`src/design/rsch_pkg.sv`:
```
// ----------------------------------------------------------------------------
// rsch_pkg
// Shared types and constants of the range sensor channel health supervisor.
// ----------------------------------------------------------------------------
package rsch_pkg;

  localparam int CHANNELS     = 4;
  localparam int WINDOW_DEPTH = 16;

  localparam int CH_W   = 2;   // channel field width
  localparam int CNT_W  = 5;   // window count width
  localparam int TIME_W = 32;
  localparam int CFG_W  = 16;  // widest configuration register
  localparam int IDX_W  = 3;

  localparam logic [15:0] BUS_FAIL_CODE = 16'hFFFF;
  localparam logic [7:0]  IO_FAIL_MAX   = 8'hFF;

  typedef enum logic [IDX_W-1:0] {
    REG_STALE_TIMEOUT = 3'd0,
    REG_IO_FAIL_LIMIT = 3'd1,
    REG_OUT_OF_RANGE  = 3'd2,
    REG_DROPOUT_MISS  = 3'd3,
    REG_MIN_VALID     = 3'd4,
    REG_RECOVER_RETRY = 3'd5
  } reg_idx_t;

  typedef enum logic [1:0] {
    H_OFFLINE = 2'd0,
    H_WARMING = 2'd1,
    H_ONLINE  = 2'd2
  } health_t;

  typedef enum logic [1:0] {
    DEMOTE_NONE    = 2'd0,
    DEMOTE_STALE   = 2'd1,
    DEMOTE_IO_FAIL = 2'd2
  } demote_t;

  typedef struct packed {
    logic [15:0] stale_timeout_ms;
    logic [7:0]  io_fail_limit;
    logic [15:0] range_limit_mm;
    logic [3:0]  miss_limit;
    logic [4:0]  trust_samples;
    logic [15:0] retry_gap_ms;
  } cfg_t;

  typedef struct packed {
    logic [1:0]        health;
    logic [3:0]        miss_count;
    logic [7:0]        io_fail_count;
    logic [TIME_W-1:0] last_activity_ms;
    logic [TIME_W-1:0] retry_deadline_ms;
    logic [CNT_W-1:0]  sample_count;
  } chan_state_t;

  typedef struct packed {
    logic [CH_W-1:0]   channel;
    logic [TIME_W-1:0] now_ms;
    logic              data_ready;
    logic [15:0]       range_mm;
    logic              init_ok;
  } item_t;

  typedef struct packed {
    logic [CH_W-1:0]  channel_out;
    logic [1:0]       health;
    logic             recovery_attempted;
    logic [1:0]       demote_reason;
    logic             sample_accepted;
    logic             window_cleared;
    logic [CNT_W-1:0] window_count;
    logic             reading_valid;
  } result_t;

endpackage

```
`src/design/rsch_cfg.sv`:
```
// ----------------------------------------------------------------------------
// rsch_cfg
// Configuration register file, written through a plain write port.
// ----------------------------------------------------------------------------
module rsch_cfg
  import rsch_pkg::*;
(
  input  logic             clk,
  input  logic             rst_n,
  input  logic             cfg_we,
  input  logic [IDX_W-1:0] cfg_index,
  input  logic [CFG_W-1:0] cfg_wdata,
  output cfg_t             cfg
);

  cfg_t cfg_r;

  always_ff @(posedge clk) begin
    if (!rst_n) begin
      cfg_r.stale_timeout_ms <= 16'd1000;
      cfg_r.io_fail_limit    <= 8'd3;
      cfg_r.range_limit_mm   <= 16'd8190;
      cfg_r.miss_limit       <= 4'd3;
      cfg_r.trust_samples    <= 5'd3;
      cfg_r.retry_gap_ms     <= 16'd2000;
    end else if (cfg_we) begin
      case (cfg_index)
        REG_STALE_TIMEOUT: cfg_r.stale_timeout_ms <= cfg_wdata;
        REG_IO_FAIL_LIMIT: cfg_r.io_fail_limit    <= cfg_wdata[7:0];
        REG_OUT_OF_RANGE:  cfg_r.range_limit_mm   <= cfg_wdata;
        REG_DROPOUT_MISS:  cfg_r.miss_limit       <= cfg_wdata[3:0];
        REG_MIN_VALID:     cfg_r.trust_samples    <= cfg_wdata[4:0];
        REG_RECOVER_RETRY: cfg_r.retry_gap_ms     <= cfg_wdata;
        default: ;
      endcase
    end
  end

  assign cfg = cfg_r;

endmodule

```
`src/design/rsch_update.sv`:
```
// ----------------------------------------------------------------------------
// rsch_update
// Next-state and result logic for one poll visit of one channel.
// ----------------------------------------------------------------------------
module rsch_update
  import rsch_pkg::*;
(
  input  cfg_t        cfg,
  input  item_t       item,
  input  chan_state_t cur,
  output chan_state_t nxt,
  output result_t     res
);

  logic [TIME_W-1:0] retry_at;
  logic [TIME_W-1:0] retry_diff;
  logic [TIME_W-1:0] idle_time;
  logic [7:0]        io_inc;
  logic [3:0]        miss_inc;
  logic              attempted;
  logic              accepted;
  logic              cleared;
  logic [1:0]        reason;

  assign retry_at   = item.now_ms + {16'd0, cfg.retry_gap_ms};
  assign retry_diff = item.now_ms - cur.retry_deadline_ms;
  assign idle_time  = item.now_ms - cur.last_activity_ms;
  assign io_inc     = (cur.io_fail_count != IO_FAIL_MAX) ? cur.io_fail_count + 8'd1
                                                         : cur.io_fail_count;
  assign miss_inc   = cur.miss_count + 4'd1;

  always_comb begin
    nxt       = cur;
    attempted = 1'b0;
    accepted  = 1'b0;
    cleared   = 1'b0;
    reason    = DEMOTE_NONE;

    if (cur.health == H_OFFLINE) begin
      // The deadline has been reached when the wrapped difference is not negative.
      if (!retry_diff[TIME_W-1]) begin
        attempted             = 1'b1;
        cleared               = 1'b1;
        nxt.retry_deadline_ms = retry_at;
        nxt.sample_count      = '0;
        if (item.init_ok) begin
          nxt.health           = H_WARMING;
          nxt.miss_count       = '0;
          nxt.io_fail_count    = '0;
          nxt.last_activity_ms = item.now_ms;
        end
      end
    end else if (!item.data_ready) begin
      if (idle_time > {16'd0, cfg.stale_timeout_ms}) begin
        nxt.health            = H_OFFLINE;
        nxt.sample_count      = '0;
        nxt.retry_deadline_ms = retry_at;
        reason                = DEMOTE_STALE;
        cleared               = 1'b1;
      end
    end else if (item.range_mm == BUS_FAIL_CODE) begin
      nxt.io_fail_count = io_inc;
      if (io_inc >= cfg.io_fail_limit) begin
        nxt.health            = H_OFFLINE;
        nxt.sample_count      = '0;
        nxt.retry_deadline_ms = retry_at;
        reason                = DEMOTE_IO_FAIL;
        cleared               = 1'b1;
      end
    end else begin
      nxt.io_fail_count    = '0;
      nxt.last_activity_ms = item.now_ms;
      if (item.range_mm < cfg.range_limit_mm) begin
        nxt.miss_count = '0;
        if (cur.sample_count < CNT_W'(WINDOW_DEPTH)) begin
          nxt.sample_count = cur.sample_count + CNT_W'(1);
        end
        accepted = 1'b1;
      end else if (cur.miss_count < cfg.miss_limit) begin
        nxt.miss_count = miss_inc;
        if (miss_inc == cfg.miss_limit) begin
          nxt.sample_count = '0;
          cleared          = 1'b1;
        end
      end
      // Warm-up ends on enough samples or on confirmed absence of a target.
      if (cur.health == H_WARMING &&
          (nxt.sample_count >= cfg.trust_samples ||
           nxt.miss_count >= cfg.miss_limit)) begin
        nxt.health = H_ONLINE;
      end
    end
  end

  assign res.channel_out        = item.channel;
  assign res.health             = nxt.health;
  assign res.recovery_attempted = attempted;
  assign res.demote_reason      = reason;
  assign res.sample_accepted    = accepted;
  assign res.window_cleared     = cleared;
  assign res.window_count       = nxt.sample_count;
  assign res.reading_valid      = (nxt.health == H_ONLINE) &&
                                  (nxt.sample_count >= cfg.trust_samples);

endmodule

```
`src/design/range_sensor_channel_health_top.sv`:
```
// ----------------------------------------------------------------------------
// range_sensor_channel_health_top
// Per-channel health supervisor for an array of range sensors.
//
//   Channel  Ports                                         Handshake
//   input    in_channel, in_now_ms, in_data_ready,         in_valid / in_ready
//            in_range_mm, in_init_ok
//   result   out_channel_out, out_health, ...              out_valid / out_ready
//   config   cfg_index, cfg_wdata                          cfg_we, no wait
//
// One item per cycle is sustained while the result side is not stalled; each item
// is held first in the input register, then as a result in the result register.
// Channel state is written when an item moves into the result register, so
// the next item in the input register always sees up-to-date state.
// A stall on the result side holds both registers; the input register still takes
// an item while a finished result waits, if it is empty. Reset is synchronous.
// ----------------------------------------------------------------------------
module range_sensor_channel_health_top
  import rsch_pkg::*;
(
  input  logic              clk,
  input  logic              rst_n,

  input  logic              in_valid,
  output logic              in_ready,
  input  logic [CH_W-1:0]   in_channel,
  input  logic [TIME_W-1:0] in_now_ms,
  input  logic              in_data_ready,
  input  logic [15:0]       in_range_mm,
  input  logic              in_init_ok,

  output logic              out_valid,
  input  logic              out_ready,
  output logic [CH_W-1:0]   out_channel_out,
  output logic [1:0]        out_health,
  output logic              out_recovery_attempted,
  output logic [1:0]        out_demote_reason,
  output logic              out_sample_accepted,
  output logic              out_window_cleared,
  output logic [CNT_W-1:0]  out_window_count,
  output logic              out_reading_valid,

  input  logic              cfg_we,
  input  logic [IDX_W-1:0]  cfg_index,
  input  logic [CFG_W-1:0]  cfg_wdata
);

  cfg_t        cfg;
  item_t       s1_item_r;
  logic        s1_valid_r;
  result_t     out_res_r;
  logic        out_valid_r;
  chan_state_t st_r [CHANNELS];
  chan_state_t cur_st;
  chan_state_t nxt_st;
  result_t     res_nxt;
  logic        s1_advance;
  logic        chan_present;
  logic        s1_commit;

  rsch_cfg u_cfg (
    .clk       (clk),
    .rst_n     (rst_n),
    .cfg_we    (cfg_we),
    .cfg_index (cfg_index),
    .cfg_wdata (cfg_wdata),
    .cfg       (cfg)
  );

  assign chan_present = (int'(s1_item_r.channel) < CHANNELS);
  assign cur_st       = st_r[s1_item_r.channel];

  rsch_update u_update (
    .cfg  (cfg),
    .item (s1_item_r),
    .cur  (cur_st),
    .nxt  (nxt_st),
    .res  (res_nxt)
  );

  assign s1_advance = !out_valid_r || out_ready;
  assign s1_commit  = s1_valid_r && s1_advance && chan_present;
  assign in_ready   = !s1_valid_r || s1_advance;

  always_ff @(posedge clk) begin
    if (!rst_n) begin
      s1_valid_r <= 1'b0;
    end else if (in_ready) begin
      s1_valid_r <= in_valid;
    end
  end

  always_ff @(posedge clk) begin
    if (in_ready && in_valid) begin
      s1_item_r.channel    <= in_channel;
      s1_item_r.now_ms     <= in_now_ms;
      s1_item_r.data_ready <= in_data_ready;
      s1_item_r.range_mm   <= in_range_mm;
      s1_item_r.init_ok    <= in_init_ok;
    end
  end

  always_ff @(posedge clk) begin
    if (!rst_n) begin
      out_valid_r <= 1'b0;
    end else if (s1_advance) begin
      out_valid_r <= s1_valid_r && chan_present;
    end
  end

  always_ff @(posedge clk) begin
    if (s1_commit) begin
      out_res_r <= res_nxt;
    end
  end

  always_ff @(posedge clk) begin
    if (!rst_n) begin
      for (int c = 0; c < CHANNELS; c++) begin
        st_r[c] <= '0;
      end
    end else if (s1_commit) begin
      st_r[s1_item_r.channel] <= nxt_st;
    end
  end

  assign out_valid              = out_valid_r;
  assign out_channel_out        = out_res_r.channel_out;
  assign out_health             = out_res_r.health;
  assign out_recovery_attempted = out_res_r.recovery_attempted;
  assign out_demote_reason      = out_res_r.demote_reason;
  assign out_sample_accepted    = out_res_r.sample_accepted;
  assign out_window_cleared     = out_res_r.window_cleared;
  assign out_window_count       = out_res_r.window_count;
  assign out_reading_valid      = out_res_r.reading_valid;

  // A trusted reading only ever comes from an online channel.
  a_valid_online: assert property (@(posedge clk) disable iff (!rst_n)
    out_valid_r && out_res_r.reading_valid |-> out_res_r.health == H_ONLINE)
    else $error("reading_valid set on a channel that is not online");

  // A demotion always leaves the channel offline with an empty window.
  a_demote_offline: assert property (@(posedge clk) disable iff (!rst_n)
    out_valid_r && out_res_r.demote_reason != DEMOTE_NONE |->
      out_res_r.health == H_OFFLINE && out_res_r.window_cleared &&
      out_res_r.window_count == '0)
    else $error("demotion without offline state and cleared window");

  // A sample cannot be pushed in the same visit that empties the window.
  a_push_or_clear: assert property (@(posedge clk) disable iff (!rst_n)
    out_valid_r |-> !(out_res_r.sample_accepted && out_res_r.window_cleared))
    else $error("sample accepted and window cleared together");

  // A recovery attempt starts from an empty window and demotes nothing.
  a_recovery_clear: assert property (@(posedge clk) disable iff (!rst_n)
    out_valid_r && out_res_r.recovery_attempted |->
      out_res_r.window_cleared && out_res_r.window_count == '0 &&
      out_res_r.demote_reason == DEMOTE_NONE)
    else $error("recovery attempt left the window populated");

  // A committed visit shows up as a result in the following cycle.
  a_commit_result: assert property (@(posedge clk) disable iff (!rst_n)
    s1_commit |=> out_valid_r)
    else $error("committed item produced no result");

endmodule
```
`config.mk`:
```
export PLATFORM = sky130hd
export DESIGN_NAME = range_sensor_channel_health_top
export DESIGN_NICKNAME = d
export VERILOG_FILES = /design/src/design/rsch_pkg.sv /design/src/design/rsch_cfg.sv /design/src/design/rsch_update.sv /design/src/design/range_sensor_channel_health_top.sv
export SDC_FILE = /design/constraint.sdc
export NUM_CORES = 1
export LEC_CHECK = 0
export BUFFER_PORTS_ARGS = -buffer_cell sky130_fd_sc_hd__clkbuf_2
export CAP_MARGIN = 40
export CORE_MARGIN = 4
export CORE_UTILIZATION = 25
export DETAILED_ROUTE_END_ITERATION = 7
export HOLD_SLACK_MARGIN = 0.02
export SYNTH_ARGS = -nofsm -noshare
export SYNTH_HDL_FRONTEND = slang
export SYNTH_SLANG_ARGS = --single-unit
```
`constraint.sdc`:
```
create_clock -name clk -period 6.9 [get_ports clk]
set_input_delay 1.38 -clock clk [delete_from_list [all_inputs] [get_ports clk]]
set_output_delay 1.38 -clock clk [all_outputs]
set_load 0.02 [all_outputs]
```
-- Word level (Yosys, flattened, before mapping)
Memory sizes are Yosys's and may differ from the RTL's. A register that Yosys moved wholly into a read port is not among the register bits.
Cells that the tools add are included.
- $add $sub $neg: 6
- reductions and logical operators: 19
- equality and inequality tests: 10
- magnitude comparators: 8
- multiplexer cells: 52
- div/mod/pow operators: 0
- shift operators: 0
- multiply operators: 0
- bitwise gates (word level): 1
- operators with widths (cell ; count):
    83-bit two-way mux ; 3
    37-bit two-way mux ; 3
    83-bit OR reduction ; 1
    32-bit two-way mux ; 2
    32-bit subtractor ; 2
    46-bit two-way mux ; 1
    44-bit two-way mux ; 1
    5-bit two-way mux ; 8
    32-bit by 16-bit adder with 32-bit output ; 1
    32-bit by 16-bit > comparator with 1-bit output ; 1
    4-bit two-way mux ; 6
    2-bit two-way mux ; 10
    16-bit == test (second input constant) ; 1
    16-bit less-than comparator ; 1
    1-bit two-way mux ; 16
    8-bit two-way mux ; 2
    2-bit AND reduction ; 6
    5-bit greater-or-equal comparator ; 2
    8-bit by 1-bit adder with 8-bit output (second input constant) ; 1
    8-bit greater-or-equal comparator ; 1
    8-bit != test (second input constant) ; 1
    3-bit by 2-bit == test with 1-bit output (second input constant) ; 2
    3-bit == test (second input constant) ; 2
    5-bit by 1-bit adder with 5-bit output (second input constant) ; 1
    other kinds (15) ; 21
- memory bits (writable): 332
- latch bits: 0
- memories: 1
- output and inout port bits: 17
- register bits: 134
- ROM bits: 0
- bits of input ports: 76
- memories (name ; words ; width ; read ports ; clocked after memory_dff ; write ports ; RTL line ; RTL):
    st_r ; 4 ; 83 ; 1 ; 1 ; 4 ; range_sensor_channel_health_top.sv:53 ; chan_state_t st_r [CHANNELS];

-- Logic depth before layout (Yosys ltp)
Gate-level depths: netlist (run 1).
- word-level depth: 17
- mapped depth: 33
- gate-level depth less buffers: 27

-- Cells and area by module
From an unflattened synthesis (run 1), not the netlist that was laid out.
- cell total of the unflattened synthesis: 2174
- area total of the unflattened synthesis: 28651.2 um2
- modules (own cells, without submodules) (module ; area an instance (um2) ; instances ; seq. area each (um2) ; cells an instance):
    range_sensor_channel_health_top ; 19328.5 ; 1 ; 12061.6 ; 963
    rsch_update ; 6754.0 ; 1 ; 0.0 ; 965
    rsch_cfg ; 2568.7 ; 1 ; 1301.2 ; 246

-- Least setup slack after synthesis (run 1)
No wires, ideal clock.
- path type: register to register
- from: register (tool-made name)
- to: register out_res_r, in the netlist out_reading_valid, data pin
- stages on the path, launching flop included: 32
- path buffers: 6
- arrival time: 6.457 ns
- library setup time: 0.260 ns
- setup slack: 0.183 ns
- clock period less this slack: 6.717 ns
- data required time: 6.640 ns
- cells stage by stage: dfxtp_1 > buf_2 > buf_2 > buf_1 > clkbuf_1 > buf_1 > buf_2 > mux4_2 > ha_1 > fa_1 > nand2b_1 > a21oi_1 > o21ai_0 > a21oi_1 > nor2_1 > xnor2_1 > ha_1 > nand4_1 > or4_1 > o21ai_0 > o2111a_1 > a31oi_1 > o22ai_1 > inv_1 > ha_1 > nand2b_1 > a21o_1 > a21o_1 > a21oi_1 > nor2b_1 > o21ai_0 > a21oi_1
- RTL lines (element ; RTL line ; RTL):
    end signal: assignment ; range_sensor_channel_health_top.sv:113 ; out_res_r <= res_nxt;
    end: declaration ; range_sensor_channel_health_top.sv:51 ; result_t out_res_r;

==> metrics.md, run 1 <==
| Metric | Value |
|---|---|
| Result of the run | `finished clean` |
| Simple logic cell fraction of the synthesized area | `13.42%` |
| Residual DRC | `0` |
| N_diodes | `0` |
| Clock buffer depth | `3` |
| Clock network power share | `35.7%` |
| Yosys warnings | `0` |
| Combined area of all synthesized cells | `0.02617 mm2` |
| # hold bufs at CTS | `0` |
| Data arrival, critical path | `6.58 ns` |
| Xor/xnor cell area share of the yosys netlist | `2.042%` |
| Switching power as a share of total power | `29.09%` |
| Core occupancy in the finished layout | `28.83%` |
| RSZ-0062 raised after global routing | `no` |
| CTS HTree Levels | `2` |
| Flop and latch count out of synthesis | `468` |
| Total number of clock tree sinks | `468` |
| Number of clock buffers inserted by TritonCTS | `53` |
| Worst-case vdd ir drop | `0.0001768 V` |
| Placeable core region | `0.1038 mm2` |
| Post-synthesis cell count | `2372` |
| Maximum capacitance violations | `0` |
| Average size of a mapped cell | `11.03 um2` |
| Portion of total power attributed to combinational logic | `20.3%` |
| Effective utilization at floorplan | `25.21%` |
| CP Launch Type | `register` |
| Die extent in y | `331.5 um` |
| I/O pin count | `93` |
| Routed Wire Length | `72940 um` |
| Post-cts gate resize count | `0` |
| Ratio of final minimum period to clock period | `90.26%` |
| Post-synth EDFFs | `399` |
| Sequential Power Share | `44.0%` |
| Clk pin slew, worst setup/hold paths | `0.06 ns` |
| Total GRT Usage | `12.85%` |
| RD Place Congestion | `0.9094` |
| Mux share of post-synthesis cell area | `10.30%` |
| Clock latency of the later-clocked register in the worst-skew pair | `0.60 ns` |
| Layout cell share with drive strength beyond 1 | `14.83%` |
| Top flip-flop cell by instance count after synthesis | `sky130_fd_sc_hd__edfxtp_1` |
| Number of distinct library cell variants in the gate-level netlist after synthesis | `72` |
| Port Buffers | `92` |
| Placement row count | `118` |
| Total grt overflow | `0` |
| Worst-case clock skew | `0.02312 ns` |
| Final Hold Violating Endpoints | `0` |
| Area share of fa/ha/maj cells after synthesis | `6.800%` |
| Final max-slew violation count | `0` |
| Switching power summed over all nets | `0.002180 W` |
| Static power due to leakage | `11.38 nW` |
| Combinational family with the most area after synthesis | `simple AND/OR/NAND/NOR gates` |
| First-pass GRT wire length | `112100 um` |
| Endpoint class of the critical path | `register` |
| Clock Root Buffer | `sky130_fd_sc_hd__clkbuf_16` |
| Endpoint required time on the critical path | `7.25 ns` |
| Clock tree from TritonCTS | `built` |
| Via count of the routed design | `18740` |
| Cell-internal power | `0.005312 W` |
| Sum of net half-perimeters after detailed placement | `49890 um` |
| Setup Total Neg Slack | `0 ns` |
| Power Density | `250.4 mW/mm2` |
| Setup Fix Bufs, Post-CTS | `0` |
| Area Growth Syn to Fin | `14.34%` |
| Antenna violations before repair | `2` |
| Number of nets in the synthesized netlist | `2589` |
| Fmax | `0.1606 GHz` |
| Tmin final | `6.228 ns` |
| Relative max-transition margin | `44.36%` |
| Number of routed nets with antenna violations | `0` |
| Setup Viol. Count Final | `0` |
| Net count reported at finish | `2655` |
| Number of global-route vias before repair | `18640` |
| Class of the tightest hold or removal check | `reg -> reg` |
| Pin slew with the least headroom to its limit | `0.8239 ns` |
| Sequential cell area fraction in the yosys report | `51.07%` |
| First-pass iteration count of the detailed router | `7` |
| Die width | `331.5 um` |
| Number of vias per cell | `4.853` |
| Async set-or-reset flop fraction in the synthesized netlist | `0%` |
| Post-detailed-route wirelength per cell | `18.89 um` |
| Initial detailed-routing violation count | `1365` |
| Crit Path Max Fanout | `41` |
| Area of the die | `0.1099 mm2` |
| Maximum number of pins on one net before global-route repair | `83` |
| Path type of the worst setup path | `reg -> reg` |
| Compound-gate portion of the synthesized area | `12.40%` |
-- Yosys cell counts (34+ instances only) --
library cell | number | area [um2]
sky130_fd_sc_hd__a211oi_1 | 66 | 495.5
sky130_fd_sc_hd__a21o_1 | 42 | 315.3
sky130_fd_sc_hd__a21oi_1 | 96 | 480.5
sky130_fd_sc_hd__clkbuf_1 | 83 | 311.6
sky130_fd_sc_hd__dfxtp_1 | 69 | 1381
sky130_fd_sc_hd__edfxtp_1 | 399 | 11980
sky130_fd_sc_hd__ha_1 | 139 | 1739
sky130_fd_sc_hd__inv_1 | 118 | 442.9
sky130_fd_sc_hd__mux2_2 | 55 | 619.3
sky130_fd_sc_hd__mux2i_1 | 87 | 870.8
sky130_fd_sc_hd__mux4_2 | 53 | 1194
sky130_fd_sc_hd__nand2_1 | 225 | 844.6
sky130_fd_sc_hd__nor2_1 | 315 | 1182
sky130_fd_sc_hd__o211ai_1 | 34 | 255.2
sky130_fd_sc_hd__o21ai_0 | 90 | 450.4
sky130_fd_sc_hd__xnor2_1 | 44 | 385.4
-- state kept, by name, summed over array words and instances (netlist names), 2 cells and up, named ones only --
name               count
out_health             2
out_demote_reason      2
u_cfg.cfg             65
st_r                 332
s1_item_r             52
out_window_count       5
out_channel_out        2
-- final timing paths --
path                            cells after the start                end  slack (ns)          start
worst max register to register                     27  out_reading_valid        0.67       register
worst min-delay path                                2      u_cfg.cfg[50]        0.47  u_cfg.cfg[50]
worst min register to register                      2      u_cfg.cfg[50]        0.47  u_cfg.cfg[50]
worst max-delay path                               27  out_reading_valid        0.67       register
-- worst max-delay path, cell delays in order, from the launching register on --
cell,delay (ns)
sky130_fd_sc_hd__dfxtp_4,0.39
sky130_fd_sc_hd__buf_4,0.56
sky130_fd_sc_hd__mux4_2,0.44
sky130_fd_sc_hd__ha_1,0.21
sky130_fd_sc_hd__nand2_1,0.10
sky130_fd_sc_hd__nor3_1,0.25
sky130_fd_sc_hd__and3_1,0.39
sky130_fd_sc_hd__xor2_1,0.21
sky130_fd_sc_hd__ha_1,0.25
sky130_fd_sc_hd__nand2b_1,0.14
sky130_fd_sc_hd__a21o_1,0.18
sky130_fd_sc_hd__a21o_1,0.17
sky130_fd_sc_hd__a211o_1,0.28
sky130_fd_sc_hd__a21oi_1,0.13
sky130_fd_sc_hd__o21ai_0,0.27
sky130_fd_sc_hd__o21ai_0,0.33
sky130_fd_sc_hd__a32oi_1,0.14
sky130_fd_sc_hd__o22ai_1,0.16
sky130_fd_sc_hd__buf_4,0.16
sky130_fd_sc_hd__inv_1,0.04
sky130_fd_sc_hd__ha_1,0.26
sky130_fd_sc_hd__nand2b_1,0.14
sky130_fd_sc_hd__a21o_1,0.18
sky130_fd_sc_hd__a21o_1,0.17
sky130_fd_sc_hd__a21oi_1,0.13
sky130_fd_sc_hd__nor2b_1,0.05
sky130_fd_sc_hd__o21ai_0,0.16
sky130_fd_sc_hd__a21oi_1,0.06
-- power by group through the flow --
stage | Sequential [W] | Combinational [W] | Clock [W]
floorplan | 0.00333 | 0.00109 | 0
global placement | 0.00335 | 0.00149 | 0
detailed placement | 0.00335 | 0.00151 | 0
CTS | 0.00330 | 0.00152 | 0.00274
global route | 0.00331 | 0.00168 | 0.00286
finish | 0.00330 | 0.00152 | 0.00268
-- through the flow --
stage,total power (W),std cells,hold WS (ns),worst slack [ns],area [um2]
final,0.007491,3861,0.4669,0.6721,29920
after global routing,0.007845,3861,0.4792,0.1653,29920
after CTS,0.007550,3861,0.4663,0.6824,29920
after detailed placement,0.004866,3763,0.4588,0.6979,28300
after global placement,0.004846,3756,0.4516,0.8210,28200
after floorplan,0.004422,2372,0.4435,0.1826,26170
-- layout make-up --
type | count | area, um2
clock buffers | 75 | 1451
clock inverters | 23 | 166.4
fillers | 10700 | 73870
inverters | 118 | 442.9
multi-input cells | 1660 | 11850
flip-flops and latches | 468 | 13370
well taps | 1380 | 1727
repair buffers | 137 | 913.4
-- per-layer routing --
layer	share of wire, %	GRT usage (%)
met2	47	21.37
met5	0	0
met1	45	17.26
met3	5.4	1.915
met4	3.0	3.989
-- kinds of logic (layout without fill, tap and decap cells) --
group                      after synthesis  count (layout)
DFF                                    468             468
adders and majority gates              141             141
and+or+nand+nor                        770             770
buffers and inverters                  244             353
AOI/OAI and AO/OA                      492             492
muxes                                  196             196
xor gates and xnor gates                61              61
-- layout by cell type (no fill, tap or decap), drive strengths merged, types with 30 or more instances in the layout --
cell type    n
mux2        56
edfxtp     399
buf         45
o31ai       35
a211oi      66
nand4       30
a21oi       98
ha         139
o21ai      122
nand3       30
xnor2       44
inv        122
a21boi      30
nand2      225
nor2       315
mux2i       87
o211ai      35
mux4        53
nor3        43
a21o        42
clkbuf     167
dfxtp       69
nand2b      32
Note: power is estimated with default switching activity, not from simulation.
==> inputs of run 2 (changes only) <==
--- a/config.mk
+++ b/config.mk
@@ -11,6 +11,7 @@
 export CORE_UTILIZATION = 25
 export DETAILED_ROUTE_END_ITERATION = 7
 export HOLD_SLACK_MARGIN = 0.02
+export SLEW_MARGIN = 20
 export SYNTH_ARGS = -nofsm -noshare
 export SYNTH_HDL_FRONTEND = slang
 export SYNTH_SLANG_ARGS = --single-unit
==> constraint.sdc (replaced) <==
create_clock -name clk -period 6.9 [get_ports clk]
set_input_delay 0.69 -clock clk [delete_from_list [all_inputs] [get_ports clk]]
set_output_delay 0.69 -clock clk [all_outputs]
set_load 0.02 [all_outputs]
==> metrics.md, run 2 (synthesized netlist as in run 1, its figures left out) <==
| Metric | Value |
|---|---|
| Worst path setup slack after routing | `0.7896 ns` |
| Worst-case clock skew | `0.02308 ns` |
| Area of the die | `0.1099 mm2` |
| Path type of the worst setup path | `reg -> reg` |
| Endpoint class of the critical path | `register` |
| M3 GR Usage | `1.325%` |
| Total cell area at the placement stage | `0.02827 mm2` |
| Post-detailed-route wirelength per cell | `18.95 um` |
| Tmin final | `6.110 ns` |
| Number of routed nets with antenna violations | `0` |
| Global Route met1 Usage | `17.30%` |
| First-pass iteration count of the detailed router | `5` |
| Clock buffer depth | `3` |
| Net count reported at finish | `2651` |
| CP Launch Type | `register` |
| First-pass GRT wire length | `110700 um` |
| Power Density | `252.8 mW/mm2` |
| Clock Root Buffer | `sky130_fd_sc_hd__clkbuf_16` |
| Antenna violations before repair | `2` |
| Setup Fix Bufs, Post-CTS | `0` |
| Setup Viol. Count Final | `0` |
| Layout cell share with drive strength beyond 1 | `14.86%` |
| RD Place Congestion | `0.9164` |
| Effective utilization at floorplan | `25.21%` |
| Clock latency of the later-clocked register in the worst-skew pair | `0.61 ns` |
| Sum of net half-perimeters after detailed placement | `50440 um` |
| Data arrival, critical path | `6.46 ns` |
| Worst-case vdd ir drop | `0.0002029 V` |
| Pin slew with the least headroom to its limit | `0.8462 ns` |
| Top library cells by usage in the layout, fill and taps aside | `399 x sky130_fd_sc_hd__edfxtp_1, 315 x sky130_fd_sc_hd__nor2_1, 218 x sky130_fd_sc_hd__nand2_1` |
| Final Hold Violating Endpoints | `0` |
| Die width | `331.5 um` |
| Residual DRC | `0` |
| Endpoint required time on the critical path | `7.25 ns` |
| Post-cts gate resize count | `0` |
| Port Buffers | `92` |
| Crit Path Max Fanout | `24` |
| Ratio of final minimum period to clock period | `88.56%` |
| Clock tree from TritonCTS | `built` |
| I/O pin count | `93` |
| Number of vias per cell | `4.824` |
| GR Layer Usage met2 | `21.88%` |
| CTS HTree Levels | `2` |
| Min Hold Slack | `0.2515 ns` |
| Final std cell area, no fill | `0.02996 mm2` |
| Maximum number of pins on one net before global-route repair | `80` |
| Total GRT Usage | `12.75%` |
| Most common library cell in the layout ignoring fill and taps | `sky130_fd_sc_hd__edfxtp_1` |
| Placement row count | `118` |
| Via count of the routed design | `18610` |
| Post-Place Setup Slack | `0.8344 ns` |
| Setup Total Neg Slack | `0 ns` |
| Initial detailed-routing violation count | `1498` |
| Clk pin slew, worst setup/hold paths | `0.06 ns` |
| Fmax | `0.1637 GHz` |
| Total number of clock tree sinks | `468` |
| Die extent in y | `331.5 um` |
| # hold bufs at CTS | `0` |
| RSZ-0062 raised after global routing | `no` |
| Final max-slew violation count | `0` |
| Top reg by flops | `st_r` |
| Placeable core region | `0.1038 mm2` |
| Routed Wire Length | `73070 um` |
| Number of global-route vias before repair | `18130` |
| Result of the run | `finished clean` |
| Static power due to leakage | `11.38 nW` |
| Relative max-transition margin | `43.15%` |
| Flip-flop count of the largest register, all copies and words added | `332` |
| Filler Cell Count | `10720` |
| Number of clock buffers inserted by TritonCTS | `53` |
| Maximum capacitance violations | `0` |
| Total grt overflow | `0` |
| Area Growth Syn to Fin | `14.50%` |
| Most congested layer reported by global routing | `met2` |
| Class of the tightest hold or removal check | `in -> reg` |
run 2: critical path: stages (launching register included):
cell	delay, ns
sky130_fd_sc_hd__dfxtp_4	0.39
sky130_fd_sc_hd__buf_4	0.38
sky130_fd_sc_hd__mux4_2	0.57
sky130_fd_sc_hd__inv_1	0.07
sky130_fd_sc_hd__ha_1	0.28
sky130_fd_sc_hd__a21oi_1	0.42
sky130_fd_sc_hd__o21a_1	0.30
sky130_fd_sc_hd__a21oi_1	0.13
sky130_fd_sc_hd__nor2_1	0.13
sky130_fd_sc_hd__xnor2_1	0.09
sky130_fd_sc_hd__ha_1	0.30
sky130_fd_sc_hd__nand4_1	0.12
sky130_fd_sc_hd__or4_1	0.41
sky130_fd_sc_hd__o21ai_0	0.09
sky130_fd_sc_hd__o2111a_1	0.48
sky130_fd_sc_hd__a31oi_1	0.15
sky130_fd_sc_hd__o22ai_1	0.15
sky130_fd_sc_hd__buf_4	0.17
sky130_fd_sc_hd__inv_1	0.05
sky130_fd_sc_hd__ha_1	0.26
sky130_fd_sc_hd__nand2b_1	0.14
sky130_fd_sc_hd__a21o_1	0.17
sky130_fd_sc_hd__a21o_1	0.17
sky130_fd_sc_hd__a21oi_1	0.15
sky130_fd_sc_hd__nor2b_1	0.06
sky130_fd_sc_hd__o21ai_0	0.14
sky130_fd_sc_hd__a21oi_1	0.06
run 2: area by class of cell:
cell class | instances | area (um2) | share of cell area (%)
flip-flops and latches | 468 | 13370 | 44.63
multi-input cells | 1660 | 11850 | 39.54
well taps | 1380 | 1727 | 5.763
clock buffers | 70 | 1390 | 4.640
repair buffers | 133 | 892.1 | 2.978
inverters | 118 | 442.9 | 1.478
clock inverters | 27 | 289.0 | 0.9647
diodes | 1 | 2.502 | 0.008352
run 2: final timing paths:
| kind | start | endpoint | slack (ns) | cells after the start |
|---|---|---|---|---|
| worst min-delay path | in_now_ms[0] | s1_item_r[18] | 0.25 | 1 |
| worst min register to register | u_cfg.cfg[43] | u_cfg.cfg[43] | 0.46 | 2 |
| worst max register to register | register | out_reading_valid | 0.79 | 26 |
| worst max-delay path | register | out_reading_valid | 0.79 | 26 |
run 2: layer usage:
| layer | wire [um] | up-vias |
|---|---|---|
| li1 | - | 8862 |
| met1 | 32680 | 9143 |
| met2 | 35660 | 510 |
| met3 | 3268 | 93 |
| met4 | 1456 | 0 |
| met5 | 0 | - |
run 2: power by group:
| part | leakage (nW) | switching (W) | internal (W) | total (W) |
|---|---|---|---|---|
| combinational | 5.92 | 0.000963 | 0.000554 | 0.00152 |
| sequential | 4.65 | 0.0000768 | 0.00322 | 0.00330 |
| clock | 0.808 | 0.00115 | 0.00161 | 0.00276 |
run 2: through the flow:
stage,power (W),util (%),cells
2_1_floorplan,0.004422,-,2372
3_3_place_gp,0.004844,27.15,3752
3_5_place_dp,0.004867,27.24,3758
4_1_cts,0.007635,28.85,3855
5_1_grt,0.007909,28.86,3856
6_report,0.007574,28.87,3857
